--- src/tcw_pkg.sv ---
// Package for the text console writer: beat payload types, controller/datapath
// command and status structs, and shared character and attribute constants.
// No dependencies.
`timescale 1ns / 1ps

package tcw_pkg;

    localparam int ROWS_DEFAULT    = 25;
    localparam int COLUMNS_DEFAULT = 80;

    localparam logic [7:0] NEWLINE_CODE = 8'd10;
    localparam logic [7:0] SPACE_CODE   = 8'd32;
    localparam logic [7:0] ATTR_RESET   = 8'h0A;

    // Register map: one bit of register index, at paddr[2]
    localparam logic REG_ATTRIBUTE = 1'b0;

    typedef enum logic {
        CMD_PUT  = 1'b0,
        CMD_READ = 1'b1
    } t_item_cmd;

    typedef struct packed {
        logic       cmd;
        logic [7:0] char_code;
        logic [4:0] read_row;
        logic [6:0] read_col;
    } t_in_beat;

    typedef struct packed {
        logic [7:0] cell_char;
        logic [7:0] cell_attr;
        logic [4:0] cursor_row;
        logic [6:0] cursor_col;
    } t_out_beat;

    typedef struct packed {
        logic start;       // item accepted this cycle
        logic clear_step;  // one step of the post-reset clearing sweep
        logic fill_step;   // one step of the scroll fill of the new bottom row
        logic load_out;    // load the result register
    } t_ctrl_cmd;

    typedef struct packed {
        logic clear_last;  // sweep at the last screen entry
        logic fill_last;   // sweep at the last column
        logic scroll;      // last item scrolled the screen
    } t_dp_status;

endpackage

--- src/tcw_ctrl.sv ---
// Controller of the text console writer: sequences clearing sweep, item
// handling, result hand-off and scroll fill. Depends on tcw_pkg.
`timescale 1ns / 1ps

module tcw_ctrl (
    input  logic                  i_clk,
    input  logic                  i_rst_n,
    input  logic                  i_in_valid,
    output logic                  o_in_stall,
    output logic                  o_out_valid,
    input  logic                  i_out_stall,
    output tcw_pkg::t_ctrl_cmd    o_cmd,
    input  tcw_pkg::t_dp_status   i_status
);

    typedef enum logic [1:0] {
        S_CLEAR,
        S_IDLE,
        S_DONE,
        S_FILL
    } t_state;

    t_state r_state, n_state;
    logic   r_out_valid;
    logic   out_free;

    assign out_free = !r_out_valid || !i_out_stall;

    always_comb begin
        o_cmd   = '0;
        n_state = r_state;
        case (r_state)
            S_CLEAR: begin
                o_cmd.clear_step = 1'b1;
                if (i_status.clear_last) n_state = S_IDLE;
            end
            S_IDLE: begin
                if (i_in_valid) begin
                    o_cmd.start = 1'b1;
                    n_state     = S_DONE;
                end
            end
            S_DONE: begin
                if (out_free) begin
                    o_cmd.load_out = 1'b1;
                    n_state        = i_status.scroll ? S_FILL : S_IDLE;
                end
            end
            S_FILL: begin
                o_cmd.fill_step = 1'b1;
                if (i_status.fill_last) n_state = S_IDLE;
            end
            default: begin
                n_state = S_IDLE;
            end
        endcase
    end

    always_ff @(posedge i_clk) begin
        if (!i_rst_n) begin
            r_state     <= S_CLEAR;
            r_out_valid <= 1'b0;
        end else begin
            r_state <= n_state;
            if (o_cmd.load_out) begin
                r_out_valid <= 1'b1;
            end else if (!i_out_stall) begin
                r_out_valid <= 1'b0;
            end
        end
    end

    assign o_in_stall  = (r_state != S_IDLE);
    assign o_out_valid = r_out_valid;

`ifndef SYNTH
    a_no_overwrite: assert property (@(posedge i_clk) disable iff (!i_rst_n)
        o_cmd.load_out |-> (!r_out_valid || !i_out_stall))
        else $error("result register overwritten while held");
    a_start_done: assert property (@(posedge i_clk) disable iff (!i_rst_n)
        o_cmd.start |=> (r_state == S_DONE))
        else $error("accepted item not followed by result stage");
    a_valid_source: assert property (@(posedge i_clk) disable iff (!i_rst_n)
        $rose(o_out_valid) |-> $past(o_cmd.load_out))
        else $error("result valid without a load");
`endif

endmodule

--- config.mk ---
export PLATFORM = sky130hd
export DESIGN_NAME = tcw_ctrl
export DESIGN_NICKNAME = d
export VERILOG_FILES = /design/src/tcw_pkg.sv /design/src/tcw_ctrl.sv
export SDC_FILE = /design/constraint.sdc
export NUM_CORES = 1
export LEC_CHECK = 0
export BUFFER_PORTS_ARGS = -buffer_cell sky130_fd_sc_hd__clkbuf_2
export CAP_MARGIN = 0
export CELL_PAD_IN_SITES_DETAIL_PLACEMENT = 1
export CELL_PAD_IN_SITES_GLOBAL_PLACEMENT = 1
export CORE_AREA = 2 2 39 41
export DETAILED_ROUTE_END_ITERATION = 16
export DIE_AREA = 0 0 41 43
export HOLD_SLACK_MARGIN = 0.1
export PLACE_DENSITY = 0.57
export SYNTH_ARGS = -nofsm -noshare
export SYNTH_HDL_FRONTEND = slang
export SYNTH_SLANG_ARGS = --single-unit
--- constraint.sdc ---
create_clock -name i_clk -period 2.8 [get_ports i_clk]
set_input_delay 0 -clock i_clk [delete_from_list [all_inputs] [get_ports i_clk]]
set_output_delay 0 -clock i_clk [all_outputs]
set_load 0.01 [all_outputs]
==> results.ini <==
[clocking]
post_cts_buffers=0
clk_path_buf_depth=2
htreeDepth=1
cts_buffers=3
cts_tree=built
insertion_delay_ps=230
cts_root_buffer=clkbuf_4
cts.sinks=3
cts.repair.resized=0
path_clk_slew_ps=30

[yosys]
syn-num-nets=39
ys_types=18
yosys_warnings=0
synth.area.top_cells=ha_1 24%, dfxtp_1 23%, nand2b_4 11%, mux2i_1 3.9%, nand3_2 3.9%
syn-mean-instance-area_um2=9.59
yosysTopAreaCellShare_pct=24.2
synth_area_um2=259
yosysSeqAreaShare_pct=23.2
synthCells=27
ys_ff_latch=3
yosysTopAreaCell=ha_1
synth_most_common_cell=ha_1
synth-edff-count=0
synth_commonest_cells=5 x ha_1, 3 x dfxtp_1, 2 x inv_1, 2 x nand2_1, 2 x nand2b_4
async_flop_share_pct=0
synth_flop_cell=dfxtp_1

[placement]
dp_hpwl_um=486
portBuffers=12
gp_congestion=0.615
place_inst=55

[die]
row_count=14
design.die.area_um2=1760
die_h_um=43
core_area_um2=1380
start_util_pct=18.7
fp.dieW_um=41
num_io_pins=13

[route]
firstDrtPassIters=2
vias=257
wl_per_cell_um=9.26
vias_per_cell=4.21
drc=0
drt_iter0_markers=1
wl_um=565
ant_nets=0

[global_route]
grt_overflow=0
track_usage_pct=8.02
grt_pass1_vias=262
grt_max_degree=6
antenna_found_initial=0
grt_pass1_wl_um=897

[worst_setup_path]
r2r_setup_slack_ps=1230
cp_data_required_time_ps=2910
reg2reg_from=r_state[0]$_SDFFE_PN0P_
cp_max_fo=4
cp_data_arrival_time_ps=1680
endpoint_kind=flop
start_kind=flop
crit_type=reg -> reg
rr_worst_depth=5
rr_endpoint=o_out_valid$_SDFFE_PN0P_

[layout]
n_antenna_cell=0
final_cells=61
drive_gt1_share_pct=42.2
area_growth_pct=48.8
finalNetCount=58
n_fill_cell=171
utilization_pct=27.8

[sta]
worst_pin_slew_ps=214
rsz0062_at_grt=false
slew_headroom_pct=85.7
drv_slew=0
fin_crit_sh_pct=56.2
setup_violations=0
period_needed_ps=1570
fin_worst_skew_ps=0.0224
finalHoldViolCount=0
tns_ps=0
fmax_mhz=636

[hold_path]
min_path_type=in -> reg
whs_endpoint=r_state[1]$_SDFFE_PN0P_
min_from=i_in_valid
min_path_cells=3

[run_status]
outcome=finished clean

[job]
cap_violations=0

[power]
total_leakage_power_nw=0.197
power.density_nw_per_um2=563
peakVddDrop_v=0.000212

logic make-up (layout without fill, tap and decap cells):
kind of cell	count (synthesis)	after routing	share of synthesized area, %
adders and majority gates	5	5	24.2
AOI/OAI and AO/OA	6	6	17.9
and+or+nand+nor	9	9	26.6
buffers and inverters	3	21	4.35
DFF	3	3	23.2
muxes	1	1	3.86
sequential cells by signal (all words and copies together), names as in the netlist:
name	flops
o_out_valid	1
r_state	2
stage by stage:
stage | worst slack (ps) | cell area (um2) | power, mW | hold slack, ps
after floorplan | 1590 | 259 | 0.115 | 122
after global placement | 1550 | 339 | 0.144 | 309
after detailed placement | 1540 | 339 | 0.143 | 311
after CTS | 1230 | 385 | 0.225 | 181
after global routing | 1130 | 385 | 0.236 | 216
final | 1230 | 385 | 0.217 | 182
worst max-delay path by stage:
stage,startpoint,end,slack [ps]
2_1_floorplan,r_state[0]$_SDFFE_PN0P_,r_state[0]$_SDFFE_PN0P_,1590
3_5_place_dp,r_state[1]$_SDFFE_PN0P_,r_state[0]$_SDFFE_PN0P_,1540
6_report,r_state[0]$_SDFFE_PN0P_,o_out_valid$_SDFFE_PN0P_,1230
3_3_place_gp,r_state[1]$_SDFFE_PN0P_,r_state[1]$_SDFFE_PN0P_,1550
5_1_grt,r_state[0]$_SDFFE_PN0P_,o_out_valid$_SDFFE_PN0P_,1130
4_1_cts,r_state[0]$_SDFFE_PN0P_,o_out_valid$_SDFFE_PN0P_,1230
worst max-delay path, cell delays in order (launching register included):
cell,delay (ps)
dfxtp_1,370
inv_1,100
ha_1,240
a21oi_1,140
nor2b_1,60
dlygate4sd3_1,550
final cells by class:
type,instances,area (um2),share of cell area (%)
Multi-Input combinational cell,21,188,48.7
Timing Repair Buffer,14,80.1,20.8
Sequential cell,3,60.1,15.6
Clock buffer,4,26.3,6.82
Tap cell,16,20.0,5.19
Inverter,3,11.3,2.92
report_power, final:
part           total, mW  leakage, nW  internal [mW]  switching, mW
clock             0.0741       0.0150         0.0533         0.0208
sequential        0.0567       0.0246         0.0495        0.00719
combinational     0.0863        0.157         0.0414         0.0449
metal layers:
layer | track usage, % | wire [um] | share of wire, %
met1 | 7.05 | 225 | 40
met2 | 12.5 | 309 | 55
met3 | 1.57 | 30 | 5.3
met4 | 10.0 | 0 | 0
met5 | 0 | 0 | 0
layout by cell type, fill, tap and decap left out, drive strengths merged:
master,count
nand3,2
nand2,2
a41oi,1
and2,1
inv,3
a21boi,1
ha,5
o2111ai,1
clkbuf,16
a21oi,1
a21o,1
nor2b,1
dfxtp,3
a31o,1
nand2b,2
dlygate4sd3,2
mux2i,1
and3,1
what timing repair did:
item | in CTS | in global routing
setup endpoints to repair | 0 | 0
hold buffers | 2 | 0
hold endpoints to repair | 3 | 0
Note: power is estimated with default switching activity, not from simulation.
